## config.mk

```make
export PLATFORM = sky130hd
export DESIGN_NAME = periodic_soft_timer
export DESIGN_NICKNAME = d
export VERILOG_FILES = /design/src/rtl/pst_pkg.sv /design/src/rtl/pst_rem.sv /design/src/rtl/pst_dp.sv /design/src/rtl/pst_ctrl.sv /design/src/rtl/periodic_soft_timer.sv
export VERILOG_INCLUDE_DIRS = /design/src /design/src/rtl
export SDC_FILE = /design/constraint.sdc
export NUM_CORES = 1
export LEC_CHECK = 0
export ABC_AREA = 1
export BUFFER_PORTS_ARGS = -buffer_cell sky130_fd_sc_hd__clkbuf_2
export CAP_MARGIN = 20
export CELL_PAD_IN_SITES_DETAIL_PLACEMENT = 0
export CELL_PAD_IN_SITES_GLOBAL_PLACEMENT = 2
export CORE_MARGIN = 2
export CORE_UTILIZATION = 36
export DETAILED_ROUTE_END_ITERATION = 10
export PLACE_DENSITY = 0.81
export REMOVE_ABC_BUFFERS = 1
export SYNTH_ARGS = -nofsm -noshare
export SYNTH_HDL_FRONTEND = slang
export SYNTH_HIERARCHICAL = 1
export SYNTH_SLANG_ARGS = --single-unit
```

## constraint.sdc

```tcl
create_clock -name clk_i -period 6.9 [get_ports clk_i]
set_input_delay 1.38 -clock clk_i [delete_from_list [all_inputs] [get_ports clk_i]]
set_output_delay 1.38 -clock clk_i [all_outputs]
set_load 0.01 [all_outputs]
```

## src/rtl/periodic_soft_timer_macros.svh

```systemverilog
// Assertion macros for the periodic soft timer RTL.
// Included by the top level; expects clk_i and rst_ni in scope.
`ifndef PERIODIC_SOFT_TIMER_MACROS_SVH
`define PERIODIC_SOFT_TIMER_MACROS_SVH

// Same-cycle implication, disabled while in reset.
`define PST_ASSERT_NOW(lbl, ante, cons, msg) \
  lbl: assert property (@(posedge clk_i) disable iff (!rst_ni) (ante) |-> (cons)) \
    else $error(msg);

// Next-cycle implication, disabled while in reset.
`define PST_ASSERT_NEXT(lbl, ante, cons, msg) \
  lbl: assert property (@(posedge clk_i) disable iff (!rst_ni) (ante) |=> (cons)) \
    else $error(msg);

`endif

```

## src/rtl/pst_pkg.sv

```systemverilog
// Shared types and constants for the periodic soft timer.
// No dependencies; imported by all RTL modules of the block.
package pst_pkg;

  localparam int unsigned TimeW  = 32;
  localparam int unsigned ReqW   = 3;
  localparam int unsigned ModeW  = 2;
  localparam int unsigned TurnW  = 8;
  localparam int unsigned CfgIdxW = 2;

  // Result word: fired, active_now, elapsed_ms, overdue, then zero pad.
  localparam int unsigned OutUsedW = 1 + 1 + TimeW + 1;
  localparam int unsigned OutW     = ((OutUsedW + 7) / 8) * 8;

  // Remainder unit: two quotient bits per cycle.
  localparam int unsigned RemSteps = 2;
  localparam int unsigned RemIters = TimeW / RemSteps;
  localparam int unsigned RemCntW  = $clog2(RemIters);

  typedef enum logic [ReqW-1:0] {
    REQ_POLL       = 3'd0,
    REQ_ACTIVATE   = 3'd1,
    REQ_DEACTIVATE = 3'd2,
    REQ_PAUSE      = 3'd3,
    REQ_RESUME     = 3'd4,
    REQ_RESTART    = 3'd5
  } req_e;

  typedef enum logic [ModeW-1:0] {
    MODE_REPEAT  = 2'd0,
    MODE_ONESHOT = 2'd1,
    MODE_TURN    = 2'd2
  } mode_e;

  typedef enum logic [CfgIdxW-1:0] {
    CFG_MODE       = 2'd0,
    CFG_PERIOD     = 2'd1,
    CFG_TURN_LIMIT = 2'd2,
    CFG_START_ACT  = 2'd3
  } cfg_idx_e;

  localparam logic [ModeW-1:0] ModeRst       = MODE_REPEAT;
  localparam logic [TimeW-1:0] PeriodRst     = 32'd1000;
  localparam logic [TurnW-1:0] TurnLimitRst  = 8'd1;
  localparam logic             StartActRst   = 1'b1;

  // Controller to datapath.
  typedef struct packed {
    logic cap_in;     // latch the request payload
    logic eval;       // decode request, update state
    logic start_div;  // launch catch-up remainder
    logic apply_div;  // write caught-up start time
    logic load_out;   // fill the output register
  } pst_cmd_t;

  // Datapath to controller.
  typedef struct packed {
    logic need_div;
    logic div_busy;
    logic div_done;
  } pst_stat_t;

endpackage

```

## src/rtl/pst_rem.sv

```systemverilog
// Iterative remainder unit, RemSteps bits per cycle (restoring).
// Depends on pst_pkg.
module pst_rem import pst_pkg::*; (
  input  logic             clk_i,
  input  logic             rst_ni,
  input  logic             start_i,
  input  logic [TimeW-1:0] dividend_i,
  input  logic [TimeW-1:0] divisor_i,
  output logic             busy_o,
  output logic             done_o,
  output logic [TimeW-1:0] rem_o
);

  logic [TimeW-1:0]   rem_q, sh_q, div_q, rem_d;
  logic [RemCntW-1:0] cnt_q;
  logic               busy_q, done_q;

  always_comb begin
    logic [TimeW:0]   t;
    logic [TimeW-1:0] r;
    r = rem_q;
    t = '0;
    for (int i = 0; i < RemSteps; i++) begin
      t = {r, sh_q[TimeW-1-i]};
      if (t >= {1'b0, div_q}) begin
        r = TimeW'(t - {1'b0, div_q});
      end else begin
        r = t[TimeW-1:0];
      end
    end
    rem_d = r;
  end

  always_ff @(posedge clk_i or negedge rst_ni) begin
    if (!rst_ni) begin
      busy_q <= 1'b0;
      done_q <= 1'b0;
      cnt_q  <= '0;
    end else if (start_i) begin
      busy_q <= 1'b1;
      done_q <= 1'b0;
      cnt_q  <= '0;
    end else if (busy_q) begin
      cnt_q <= cnt_q + 1'b1;
      if (cnt_q == RemCntW'(RemIters - 1)) begin
        busy_q <= 1'b0;
        done_q <= 1'b1;
      end
    end else begin
      done_q <= 1'b0;
    end
  end

  always_ff @(posedge clk_i) begin
    if (start_i) begin
      rem_q <= '0;
      sh_q  <= dividend_i;
      div_q <= divisor_i;
    end else if (busy_q) begin
      rem_q <= rem_d;
      sh_q  <= sh_q << RemSteps;
    end
  end

  assign busy_o = busy_q;
  assign done_o = done_q;
  assign rem_o  = rem_q;

endmodule

```

## src/rtl/pst_dp.sv

```systemverilog
// Timer datapath: config registers, timer state, catch-up math, output register.
// Depends on pst_pkg and pst_rem.
module pst_dp import pst_pkg::*; (
  input  logic               clk_i,
  input  logic               rst_ni,
  input  logic               cfg_we_i,
  input  logic [CfgIdxW-1:0] cfg_idx_i,
  input  logic [TimeW-1:0]   cfg_wdata_i,
  input  logic [ReqW-1:0]    req_i,
  input  logic [TimeW-1:0]   now_i,
  input  pst_cmd_t           cmd_i,
  output pst_stat_t          stat_o,
  output logic [OutW-1:0]    out_data_o
);

  logic [ModeW-1:0] mode_q;
  logic [TimeW-1:0] period_q;
  logic [TurnW-1:0] tlimit_q;

  logic [TimeW-1:0] start_q, paused_q;
  logic             running_q;
  logic [TurnW-1:0] tc_q;

  logic [ReqW-1:0]  req_q;
  logic [TimeW-1:0] now_q;
  logic             fired_q, overdue_q;
  logic [OutW-1:0]  out_q;

  logic [TimeW-1:0] p_eff, elapsed0, lim, gap, adj, caught, rem;
  logic [TimeW:0]   sum;
  logic [TurnW-1:0] tc_inc;
  logic             fire, need_div, div_busy, div_done;

  // Zero period behaves as one millisecond.
  assign p_eff    = (period_q == '0) ? TimeW'(1) : period_q;
  assign elapsed0 = now_q - start_q;
  assign lim      = now_q - p_eff;
  assign sum      = {1'b0, start_q} + {1'b0, p_eff};
  assign fire     = (req_q == REQ_POLL) && running_q && (elapsed0 >= p_eff);
  // One step is enough unless start + P is still behind now - P.
  assign need_div = fire && (sum < {1'b0, lim});
  assign gap      = lim - start_q;
  // Round up to the next period boundary at or past lim.
  assign adj      = (rem == '0) ? '0 : p_eff - rem;
  assign caught   = lim + adj;
  assign tc_inc   = tc_q + 1'b1;

  pst_rem u_rem (
    .clk_i      (clk_i),
    .rst_ni     (rst_ni),
    .start_i    (cmd_i.start_div),
    .dividend_i (gap),
    .divisor_i  (p_eff),
    .busy_o     (div_busy),
    .done_o     (div_done),
    .rem_o      (rem)
  );

  // start_active only selects the running value at reset; its reset value
  // is the only one that reset ever sees, so it needs no storage.
  always_ff @(posedge clk_i or negedge rst_ni) begin
    if (!rst_ni) begin
      mode_q   <= ModeRst;
      period_q <= PeriodRst;
      tlimit_q <= TurnLimitRst;
    end else if (cfg_we_i) begin
      unique case (cfg_idx_i)
        CFG_MODE:       mode_q   <= cfg_wdata_i[ModeW-1:0];
        CFG_PERIOD:     period_q <= cfg_wdata_i;
        CFG_TURN_LIMIT: tlimit_q <= cfg_wdata_i[TurnW-1:0];
        CFG_START_ACT:  ;
        default:        ;
      endcase
    end
  end

  always_ff @(posedge clk_i or negedge rst_ni) begin
    if (!rst_ni) begin
      start_q   <= '0;
      paused_q  <= '0;
      running_q <= StartActRst;
      tc_q      <= '0;
    end else if (cmd_i.eval) begin
      unique case (req_q)
        REQ_POLL: begin
          if (fire) begin
            if (!need_div) begin
              start_q <= sum[TimeW-1:0];
            end
            case (mode_q)
              MODE_ONESHOT: running_q <= 1'b0;
              MODE_TURN: begin
                if (tc_inc >= tlimit_q) begin
                  tc_q      <= '0;
                  running_q <= 1'b0;
                end else begin
                  tc_q <= tc_inc;
                end
              end
              default: ;
            endcase
          end
        end
        REQ_ACTIVATE: begin
          start_q   <= now_q;
          running_q <= 1'b1;
        end
        REQ_DEACTIVATE: begin
          paused_q  <= elapsed0;
          start_q   <= '0;
          running_q <= 1'b0;
        end
        REQ_PAUSE: begin
          paused_q  <= elapsed0;
          running_q <= 1'b0;
        end
        REQ_RESUME: begin
          start_q   <= now_q - paused_q;
          running_q <= 1'b1;
        end
        REQ_RESTART: start_q <= now_q;
        default: ;
      endcase
    end else if (cmd_i.apply_div) begin
      start_q <= caught;
    end
  end

  always_ff @(posedge clk_i) begin
    if (cmd_i.cap_in) begin
      req_q <= req_i;
      now_q <= now_i;
    end
    if (cmd_i.eval) begin
      fired_q   <= fire;
      overdue_q <= running_q && (elapsed0 > period_q);
    end
    if (cmd_i.load_out) begin
      out_q <= {(OutW - OutUsedW)'(0), overdue_q, now_q - start_q, running_q, fired_q};
    end
  end

  assign stat_o.need_div = need_div;
  assign stat_o.div_busy = div_busy;
  assign stat_o.div_done = div_done;
  assign out_data_o      = out_q;

endmodule

```

## src/rtl/pst_ctrl.sv

```systemverilog
// Request sequencer for the periodic soft timer: handshakes and datapath commands.
// Depends on pst_pkg.
module pst_ctrl import pst_pkg::*; (
  input  logic      clk_i,
  input  logic      rst_ni,
  input  logic      s_valid_i,
  output logic      s_ready_o,
  output logic      m_valid_o,
  input  logic      m_ready_i,
  input  pst_stat_t stat_i,
  output pst_cmd_t  cmd_o
);

  typedef enum logic [1:0] {
    ST_IDLE,
    ST_EVAL,
    ST_DIV,
    ST_OUT
  } state_e;

  state_e state_q;
  logic   m_valid_q;

  always_comb begin
    cmd_o = '0;
    unique case (state_q)
      ST_IDLE: cmd_o.cap_in = s_valid_i;
      ST_EVAL: begin
        cmd_o.eval      = 1'b1;
        cmd_o.start_div = stat_i.need_div;
      end
      ST_DIV:  cmd_o.apply_div = stat_i.div_done;
      ST_OUT:  cmd_o.load_out  = !m_valid_q || m_ready_i;
      default: ;
    endcase
  end

  always_ff @(posedge clk_i or negedge rst_ni) begin
    if (!rst_ni) begin
      state_q   <= ST_IDLE;
      m_valid_q <= 1'b0;
    end else begin
      if (cmd_o.load_out) begin
        m_valid_q <= 1'b1;
      end else if (m_ready_i) begin
        m_valid_q <= 1'b0;
      end
      unique case (state_q)
        ST_IDLE: if (s_valid_i) state_q <= ST_EVAL;
        ST_EVAL: state_q <= stat_i.need_div ? ST_DIV : ST_OUT;
        ST_DIV:  if (stat_i.div_done) state_q <= ST_OUT;
        ST_OUT:  if (cmd_o.load_out) state_q <= ST_IDLE;
        default: state_q <= ST_IDLE;
      endcase
    end
  end

  assign s_ready_o = (state_q == ST_IDLE);
  assign m_valid_o = m_valid_q;

endmodule

```

## src/rtl/periodic_soft_timer.sv

```systemverilog
// Periodic soft timer, top level: handshake sequencer plus timer datapath.
// Depends on pst_pkg, pst_ctrl, pst_dp, pst_rem and periodic_soft_timer_macros.svh.
//
// Usage: each request on the slave stream carries a kind in tuser (poll,
// activate, deactivate, pause, resume, restart) and the free-running
// millisecond time in tdata. Every request yields exactly one result on the
// master stream: fired, active_now, elapsed_ms and overdue.
// Config: cfg_we_i writes cfg_wdata_i to register cfg_idx_i (0 mode,
// 1 period_ms, 2 turn_limit; 3 start_active is taken but not stored).
// The user must write only while no request is in flight; the block
// itself does not enforce this. Timing: one request at a time. A plain
// request passes the EVAL and OUT states before it lands in the output
// register; the next request is accepted only back in IDLE. A poll that
// fires more than one period late also runs the catch-up remainder unit
// in the DIV state, 2 bits per cycle, before its result is loaded.
// Stall: the result sits in the output register until taken; the next
// request is still accepted meanwhile, and its result waits in the
// datapath until the output register frees up.
// Reset: asynchronous, active low. The timer comes up running with start
// time 0, period 1000, repeat mode and turn limit 1.
`include "periodic_soft_timer_macros.svh"

module periodic_soft_timer import pst_pkg::*; (
  input  logic               clk_i,
  input  logic               rst_ni,
  // Request stream
  input  logic               s_axis_tvalid,
  output logic               s_axis_tready,
  input  logic [TimeW-1:0]   s_axis_tdata,   // [31:0] now_ms
  input  logic [ReqW-1:0]    s_axis_tuser,   // [2:0] req_type
  // Result stream
  output logic               m_axis_tvalid,
  input  logic               m_axis_tready,
  output logic [OutW-1:0]    m_axis_tdata,   // [0] fired, [1] active_now,
                                             // [33:2] elapsed_ms, [34] overdue
  // Config write port
  input  logic               cfg_we_i,
  input  logic [CfgIdxW-1:0] cfg_idx_i,
  input  logic [TimeW-1:0]   cfg_wdata_i
);

  pst_cmd_t  cmd;
  pst_stat_t stat;

  pst_ctrl u_ctrl (
    .clk_i     (clk_i),
    .rst_ni    (rst_ni),
    .s_valid_i (s_axis_tvalid),
    .s_ready_o (s_axis_tready),
    .m_valid_o (m_axis_tvalid),
    .m_ready_i (m_axis_tready),
    .stat_i    (stat),
    .cmd_o     (cmd)
  );

  pst_dp u_dp (
    .clk_i       (clk_i),
    .rst_ni      (rst_ni),
    .cfg_we_i    (cfg_we_i),
    .cfg_idx_i   (cfg_idx_i),
    .cfg_wdata_i (cfg_wdata_i),
    .req_i       (s_axis_tuser),
    .now_i       (s_axis_tdata),
    .cmd_i       (cmd),
    .stat_o      (stat),
    .out_data_o  (m_axis_tdata)
  );

  // Only one request in flight: no accept right after an accept.
  `PST_ASSERT_NEXT(a_one_in_flight, s_axis_tvalid && s_axis_tready, !s_axis_tready, "request accepted while one is in flight")

  // The catch-up unit only runs while the input side is closed.
  `PST_ASSERT_NOW(a_div_blocks_input, stat.div_busy, !s_axis_tready, "input open during catch-up")

  // Loading the output register always presents a result.
  `PST_ASSERT_NEXT(a_load_shows_result, cmd.load_out, m_axis_tvalid, "result loaded but not presented")

endmodule

```

==> out/summary.txt, run 1 <==
status: finished, final reports clean
Hold Violations, Final: 0
initial core utilization: 0.3633
commonest cells after routing, fill and taps aside: nand2_1 (1335), inv_1 (754), a21oi_1 (444)
CTS max path bufs: 3
crit path time final: 6350 ps
area grow syn2layout: 10.63%
Post-CTS Resized: 0
mean post-synth cell area: 6.587 sq um
DR vias: 32290
Synth Cell Area: 0.03216 sq mm
WP data required: 7180 ps
Total GRT Usage: 0.2834
hold buffer count at CTS: 0
final wirelength: 130.9 mm
die area: 0.09174 sq mm
Pwr Density: 532.6 mW/mm^2
RSZ-0062 raised after global routing: no
vias in the first global route: 32500
Post-CTS Setup Inserts: 0
largest net degree at the start of global routing: 73
P_leak: 18.21 nW
capturing element type of the critical path: flop
core area: 0.08851 sq mm
Worst Path Arrival: 6630 ps
clk_skew: 28.53 ps
Antenna Nets Post-Route: 0
final setup fails: 0
Num CTS Buffers: 40
H-tree depth: 2
wire length per cell: 21.19 microns
pre-CTS setup slack: 297.6 ps
Final WS setup: 550.4 ps
Final nets: 5455
CP peak stage delay: 500 ps
Syn Inst Count: 4882
Max Cap Viol: 0
DR iter-0 viols: 2212
Yosys Warn Count: 6
Slew @ Worst Pin: 938.0 ps
TritonCTS clock tree: yes
drt first pass iters: 6
fmax: 0.1575 GHz
Worst VDD drop: 0.2759 mV
Port Buffers: 110
crit start category: flop
hold crit path type: reg2reg
Worst-path clk slew: 60 ps
Final Wtd Congestion: 1.025
crit-path most repeated cell: nand2_1
DRC: 0
GRT overflow: 0
most common cell after layout, fill and taps aside: nand2_1
die height: 302.9 microns
vias per cell: 5.227
fillcell total: 9685
HPWL after DPL: 110.0 mm
total negative slack: 0 ps
Die X: 302.9 microns
root buf cell: clkbuf_16
Final Max Tran Viols: 0
Final period util: 0.9202
relative slew slack: 0.3747
Worst-Skew Late Latency: 600 ps
CP Max Fanout: 32
num ports: 116
initial antenna violation count: 0
Cell Rows: 109
share of layout cells above drive strength 1: 0.06624
clock sink count: 292
WS Path Type: reg2reg
first-pass GRT wire length: 195.0 mm
Worst path slowest cell: nor4_1
final timing paths:
check                                  start             endpoint  cells after the start  slack, ps
min reg2reg                     u_dp/fired_q   u_dp/out_data_o[0]                      0        420
min                             u_dp/fired_q   u_dp/out_data_o[0]                      0        420
max in group asynchronous             rst_ni     u_dp/start_q[30]                      2       4680
max                        u_dp/period_q[28]  u_dp/u_rem/sh_q[25]                     37        550
max reg2reg                u_dp/period_q[28]  u_dp/u_rem/sh_q[25]                     37        550
min in group asynchronous             rst_ni     u_dp/paused_q[2]                      1        820
where the power goes:
group,internal (mW),switching (mW),total [mW]
Sequential,2.41,0.332,2.74
Combinational,4.46,9.44,13.9
Clock,1.38,0.930,2.31
flip-flops by register name, indices dropped and copies added, names as in the netlist:
signal	cells
u_dp/req_q	3
u_dp/tc_q	8
u_dp/period_q	32
u_dp/u_rem/rem_o	32
u_dp/u_rem/cnt_q	4
u_dp/running_q	1
u_dp/out_data_o	35
u_dp/paused_q	32
u_dp/tlimit_q	8
u_dp/now_q	32
u_ctrl/state_q	2
u_dp/mode_q	2
u_dp/u_rem/done_o	1
u_dp/start_q	32
u_dp/u_rem/div_q	32
u_dp/fired_q	1
u_ctrl/m_valid_o	1
u_dp/u_rem/busy_o	1
u_dp/overdue_q	1
u_dp/u_rem/sh_q	32
per-layer routing:
metal	track usage	routed length [microns]	vias to the layer above
met5	0	0	-
met2	0.5082	63880	749
met4	0.1091	5689	0
li1	-	-	16280
met3	0.02291	5260	193
met1	0.3516	56090	15070
worst max-delay path, delay by kind of cell, from the launching register on:
| family | cells | cell delay [ps] |
|---|---|---|
| buffers and inverters | 7 | 900 |
| AOI/OAI and AO/OA | 6 | 960 |
| and+or+nand+nor | 20 | 2660 |
| adders and majority gates | 3 | 850 |
| DFF | 1 | 370 |
| xor gates and xnor gates | 1 | 250 |
area by class of cell:
cell class | instances | area (sq um) | share of cell area
inverter | 766 | 2880 | 0.08095
antenna | 1 | 2.502 | 0.00007033
clock inverter | 22 | 345.3 | 0.009706
tap | 1165 | 1458 | 0.04097
sequential | 292 | 7838 | 0.2203
multi-input combinational | 3718 | 21010 | 0.5904
clock buffer | 52 | 1077 | 0.03028
timing repair buffer | 162 | 972.2 | 0.02732
stage by stage:
| stage | area, sq um | instances | util | hold slack [ps] | power [mW] |
|---|---|---|---|---|---|
| 6_report | 35580 | 6178 | 0.4020 | 422.6 | 18.95 |
| 5_1_grt | 35580 | 6177 | 0.4019 | 437.6 | 20.66 |
| 4_1_cts | 35570 | 6177 | 0.4018 | 423.0 | 18.89 |
| 3_5_place_dp | 34140 | 6103 | 0.3858 | 404.5 | 16.47 |
| 3_3_place_gp | 34140 | 6103 | 0.3858 | 403.3 | 16.54 |
| 2_1_floorplan | 31660 | 4776 | - | 400.3 | 11.92 |
Power figures use the tool's default switching activity.
==> run 2: changes to the inputs <==
ABC_AREA = 0   (was 1)
CORE_UTILIZATION = 40   (was 36)
==> run 2 against run 1 <==
- area after synthesis is 8.5% lower
- cell count fell by 25%
- global-route usage decreased by 1.8 points
- routed wire length decreased by 21%
- synthesized cell count is 31% lower
- register-to-register slack got worse by 410 ps
- sequential cell count did not move
- non-clock buffer count increased by 175
- worst hold slack better by 0.93 ps
- maximum frequency is 6.0% lower
- die area decreased by 17%
- via count fell by 18%
- critical path type unchanged
- critical endpoint is now u_dp/u_rem/sh_q[3]
- highest routed layer unchanged
==> out/summary.txt, run 2 <==
status: finished, final reports clean
Cell Rows: 99 (-9.2%)
DP Cell Count: 4548 (-25%)
die area: 0.07575 sq mm (-17%)
RR Endpoint: u_dp/u_rem/sh_q[3]
WP data required: 7200 ps (+20 ps)
relative slew slack: 0.2811 (-0.09355)
R2R Path Start: u_dp/period_q[23]
Worst path slowest cell: a221o_2
Max Cap Viol: 0 (unchanged)
share of layout cells above drive strength 1: 0.1684 (+0.1022)
capturing element type of the critical path: flop
fmax: 0.1480 GHz (-6.0%)
core area: 0.07283 sq mm (-18%)
most common cell after layout, fill and taps aside: ha_1
area grow syn2layout: 16.35%
Num CTS Buffers: 37 (-7.5%)
Total GRT Usage: 0.2652 (-0.01814)
vias per cell: 5.691 (+8.9%)
Final Max Tran Viols: 0 (unchanged)
placed standard-cell area: 0.03236 sq mm (-5.2%)
fin area: 0.03424 sq mm (-3.8%)
Hold EP: u_dp/out_data_o[34]
Final period util: 0.9795 (+0.05923)
H-tree depth: 2 (unchanged)
CTS max path bufs: 3 (unchanged)
GRT overflow: 0 (unchanged)
DR iter-0 viols: 1906 (-14%)
drt first pass iters: 5 (-1)
root buf cell: clkbuf_16
DR vias: 26390 (-18%)
num ports: 116 (unchanged)
Hold Violations, Final: 0 (unchanged)
clock sink count: 292 (unchanged)
R2R Setup Slk: 140 ps (-410 ps)
die height: 275.2 microns (-9.1%)
largest net degree at the start of global routing: 85 (+16%)
final cell count without fillers: 4637 (-25%)
crit path time final: 6758 ps (+408.7 ps)
DRC: 0 (unchanged)
Final nets: 4121 (-24%)
Antenna Nets Post-Route: 0 (unchanged)
CP Max Fanout: 8 (-75%)
Synth Cell Area: 0.02942 sq mm (-8.5%)
initial core utilization: 0.4040 (+0.04065)
worst hold start: u_dp/overdue_q
hold crit path type: reg2reg
crit-path most repeated cell: a21o_1
crit start category: flop
Worst Path Arrival: 7050 ps (+420 ps)
RSZ-0062 raised after global routing: yes
final hold slack: 423.5 ps (+0.9250 ps)
max reg flops: 35 (unchanged)
hold buffer count at CTS: 0 (unchanged)
Final Wtd Congestion: 0.9350 (-8.8%)
Port Buffers: 110 (unchanged)
HPWL after DPL: 83.27 mm (-24%)
clk_skew: 35.20 ps (+6.672 ps)
Die X: 275.2 microns (-9.1%)
initial antenna violation count: 3 (+3)
Worst-path clk slew: 60 ps (about the same)
first-pass GRT wire length: 153.0 mm (-22%)
commonest cells after routing, fill and taps aside: ha_1 (389), inv_1 (306), a21oi_1 (265)
mean post-synth cell area: 8.698 sq um (+32%)
wire length per cell: 22.22 microns (+4.9%)
CP peak stage delay: 430 ps (-70 ps)
Worst-Skew Late Latency: 580 ps (-20 ps)
TritonCTS clock tree: yes
Hold Crit Depth: 0 (unchanged)
Yosys Warn Count: 6 (unchanged)
Syn Inst Count: 3383 (-31%)
Slew @ Worst Pin: 1078 ps (+140.3 ps)
cell depth of the worst flop-to-flop path: 32 (-14%)
vias in the first global route: 26150 (-20%)
WS Path Type: reg2reg
final setup fails: 0 (unchanged)
final wirelength: 103.0 mm (-21%)
[run 2: cell count changes in the layout (fill, tap and decap cells not counted), sizes merged, moves of 139 or more]
cell / change
a21oi: -188
buf: +170
inv: -453
nand2: -1170
nand3: -225
nor2: -139
[run 2: critical path, delay by kind of cell, from the launching register on]
kind / cells / cell delay, ps
compound gates: 13 / 2780
simple gates: 8 / 1360
flops: 1 / 400
buf+inv: 6 / 650
fa+ha+maj: 3 / 830
xor+xnor: 1 / 130
mux: 1 / 330
[run 2: final cells by class]
class / count / area [sq um]
fillers: 7114 / 38600
well taps: 959 / 1200
flip-flops and latches: 292 / 7839
repair buffers: 337 / 2524
clock inverters: 23 / 196.4
diodes: 3 / 7.507
clock buffers: 45 / 1040
inverters: 310 / 1164
multi-input cells: 2668 / 20270
[run 2: how the worst max path moves through the flow]
| stage | cells past startpoint | from | end | slack [ps] |
|---|---|---|---|---|
| 2_1_floorplan | 29 | u_dp/period_q[1] | u_dp/u_rem/sh_q[0] | -1950 |
| 3_3_place_gp | 27 | u_dp/period_q[6] | u_dp/u_rem/sh_q[7] | -50 |
| 3_5_place_dp | 30 | u_dp/period_q[22] | u_dp/u_rem/sh_q[6] | -220 |
| 4_1_cts | 30 | u_dp/period_q[22] | u_dp/u_rem/sh_q[6] | 7 |
| 5_1_grt | 33 | u_dp/period_q[23] | u_dp/u_rem/sh_q[4] | -160 |
| 6_report | 32 | u_dp/period_q[23] | u_dp/u_rem/sh_q[3] | 140 |
[run 2: through the flow]
| step | worst slack, ps | setup TNS (ps) | utilization |
|---|---|---|---|
| floorplan | -1952 | -148540 | - |
| detailed placement | -220.6 | -14930 | 0.4442 |
| CTS | 6.778 | 0 | 0.4622 |
| global placement | -54.60 | -1587 | 0.4442 |
| global route | -162.9 | -9272 | 0.4700 |
| finish | 141.7 | 0 | 0.4701 |
[run 2: timing repair]
item | 4_1_cts | 5_1_grt
resized for setup | 11 | 79
setup buffers | 1 | 10
endpoints found under the setup margin | 121 | 165
cloned | 0 | 6
pin swaps | 1 | 35
[run 2: layer usage]
metal	up-vias	GRT usage	routed length, microns
met5	-	0	0
met4	0	0.08350	3270
met3	126	0.02453	4860
met2	676	0.4386	47440
met1	12680	0.3654	47470
li1	12910	-	-
Power of run 2 is not shown: default switching activity piles up to over one toggle a cycle in this logic, so the estimate is an artifact.
==> run 3: changes to the inputs <==
SYNTH_HIERARCHICAL = default   (was 1)
==> run 3 against run 2 <==
- area after synthesis decreased by 3.1%
- final area decreased by 2.9%
- global-route usage decreased by 0.28 points
==> out/summary.txt, run 3 <==
status: finished, final reports clean
TritonCTS clock tree: yes
crit start category: flop
FF+latch count, synth: 292
DR vias: 25530 (-3.3%)
Num CTS Buffers: 38 (+2.7%)
die area: 0.07342 sq mm (-3.1%)
R2R Path Start: u_dp.period_q[27]
crit-path most repeated cell: nand3_1
hold crit path type: reg2reg
Worst-Skew Late Latency: 570 ps (about the same)
# diodes: 0 (-3)
Yosys Warn Count: 0 (-6)
number of distinct library cells after synthesis: 83
crit path time final: 6724 ps (-33.86 ps)
utilization after layout: 0.4732 (+0.003190)
CTS max path bufs: 3 (unchanged)
WS Path Type: reg2reg
Final period util: 0.9746 (-0.004908)
Worst Path Arrival: 7040 ps (about the same)
Port Buffers: 110 (unchanged)
area grow syn2layout: 16.66%
number of synthesized flops with an enable pin: 136
DRC: 0 (unchanged)
DP Cell Count: 4439 (-2.4%)
async set-or-reset flop fraction in the synthesized netlist: 0.4247
core area: 0.07027 sq mm (-3.5%)
Final WS setup: 175.6 ps (+33.86 ps)
Synth area leader: ha_1
largest net degree at the start of global routing: 74 (-13%)
top cell family by delay on the critical path: simple AND/OR/NAND/NOR gates
die height: 271.0 microns (-1.5%)
Worst path slowest cell: dfrtp_1
CP Max Fanout: 4 (-4)
Final Max Tran Viols: 0 (unchanged)
share of layout cells above drive strength 1: 0.1583 (-0.01017)
num ports: 116 (unchanged)
Antenna Nets Post-Route: 0 (unchanged)
Slew @ Worst Pin: 960.0 ps (-118.3 ps)
H-tree depth: 2 (unchanged)
hold buffer count at CTS: 0 (unchanged)
sequential share of the synthesized area: 0.2749
drt first pass iters: 7 (+2)
synth top area cells: ha_1 (17%), edfxtp_1 (14%), dfrtp_1 (10%)
clk_skew: 23.28 ps (-11.92 ps)
final setup fails: 0 (unchanged)
Final nets: 4035 (-2.1%)
Syn Inst Count: 3320 (-1.9%)
worst hold start: u_dp.fired_q
first-pass GRT wire length: 148.6 mm (-2.9%)
vias in the first global route: 25190 (-3.7%)
Cell Rows: 97 (-2.0%)
fmax: 0.1487 GHz (+0.50%)
mean post-synth cell area: 8.586 sq um (-1.3%)
pre-CTS setup slack: -544.1 ps (-323.4 ps)
Die X: 271.0 microns (-1.5%)
capturing element type of the critical path: flop
GRT overflow: 0 (unchanged)
Final Wtd Congestion: 0.9789 (+4.7%)
root buf cell: clkbuf_16
initial core utilization: 0.4057 (+0.001670)
CP startpoint: u_dp.period_q[27]
total negative slack: 0 ps (unchanged)
vias per cell: 5.637 (-0.96%)
worst path bufs/invs: 4 (-2)
max reg flops: 35 (unchanged)
HPWL after DPL: 80.35 mm (-3.5%)
most common cell in the netlist: ha_1
Hold Violations, Final: 0 (unchanged)
share of the synthesized area in the top cell type: 0.1721
CP peak stage delay: 400 ps (-30 ps)
RSZ-0062 raised after global routing: yes
commonest cells after routing, fill and taps aside: ha_1 (386), inv_1 (294), a21oi_1 (292)
Total GRT Usage: 0.2624 (-0.002797)
clock sink count: 292 (unchanged)
wire length per cell: 21.88 microns (-1.5%)
final cell count without fillers: 4529 (-2.3%)
Synth Flop Type: edfxtp_1
Synth Cell Area: 0.02851 sq mm (-3.1%)
most frequent cells after synthesis: ha_1 (392), a21oi_1 (305), inv_1 (299)
final wirelength: 99.10 mm (-3.8%)
relative slew slack: 0.3600 (+0.07885)
WP data required: 7220 ps (+20 ps)
initial antenna violation count: 0 (-3)
Max Cap Viol: 0 (unchanged)
Worst-path clk slew: 60 ps (about the same)
DR iter-0 viols: 1688 (-11%)
most common cell after layout, fill and taps aside: ha_1
-- run 3: final timing paths --
path	cells past startpoint	slack, ps	to
min in group asynchronous	1	850	u_dp.paused_q[2]
worst max-delay path	31	180	u_dp.u_rem.sh_q[24]
worst max register to register	31	180	u_dp.u_rem.sh_q[24]
worst min-delay path	0	430	u_dp.out_data_o[0]
max in group asynchronous	2	4750	u_dp.period_q[13]
worst min register to register	0	430	u_dp.out_data_o[0]
-- run 3: repair_timing --
item | CTS | global route
cloned | 0 | 6
setup buffers | 1 | 15
gates resized for setup | 17 | 89
endpoints found under the setup margin | 167 | 176
pin swaps | 9 | 51
-- run 3: layout make-up --
class | instances | area [sq um]
timing repair buffer | 319 | 2346
clock buffer | 52 | 1066
clock inverter | 17 | 195.2
sequential | 292 | 7839
fill | 6838 | 37020
inverter | 301 | 1136
multi-input combinational | 2608 | 19500
tap | 940 | 1176
-- run 3: per-layer routing --
layer  track usage  vias up  part of all wire
met3       0.02840      103             0.043
met4       0.07299        0             0.029
met1        0.3689    12270              0.48
met5             0        -                 0
li1              -    12560                 -
met2        0.4252      598              0.45
-- run 3: logic make-up after synthesis --
logic type | after synthesis | share of synthesized area
buffers and inverters | 424 | 0.05688
and+or+nand+nor | 774 | 0.1316
other | 1 | 0.0001316
muxes | 113 | 0.04315
AOI/OAI and AO/OA | 1057 | 0.2356
adders and majority gates | 401 | 0.1784
xor gates and xnor gates | 258 | 0.07927
DFF | 292 | 0.2749
-- run 3: through the flow --
stage | hold WS (ps) | instance area, sq um
after floorplan | 400.3 | 28030
after global placement | 406.5 | 31280
after detailed placement | 420.8 | 31280
after CTS | 434.6 | 32620
after global routing | 441.8 | 33260
final | 431.4 | 33260
Power of run 3 is left out for the same reason.
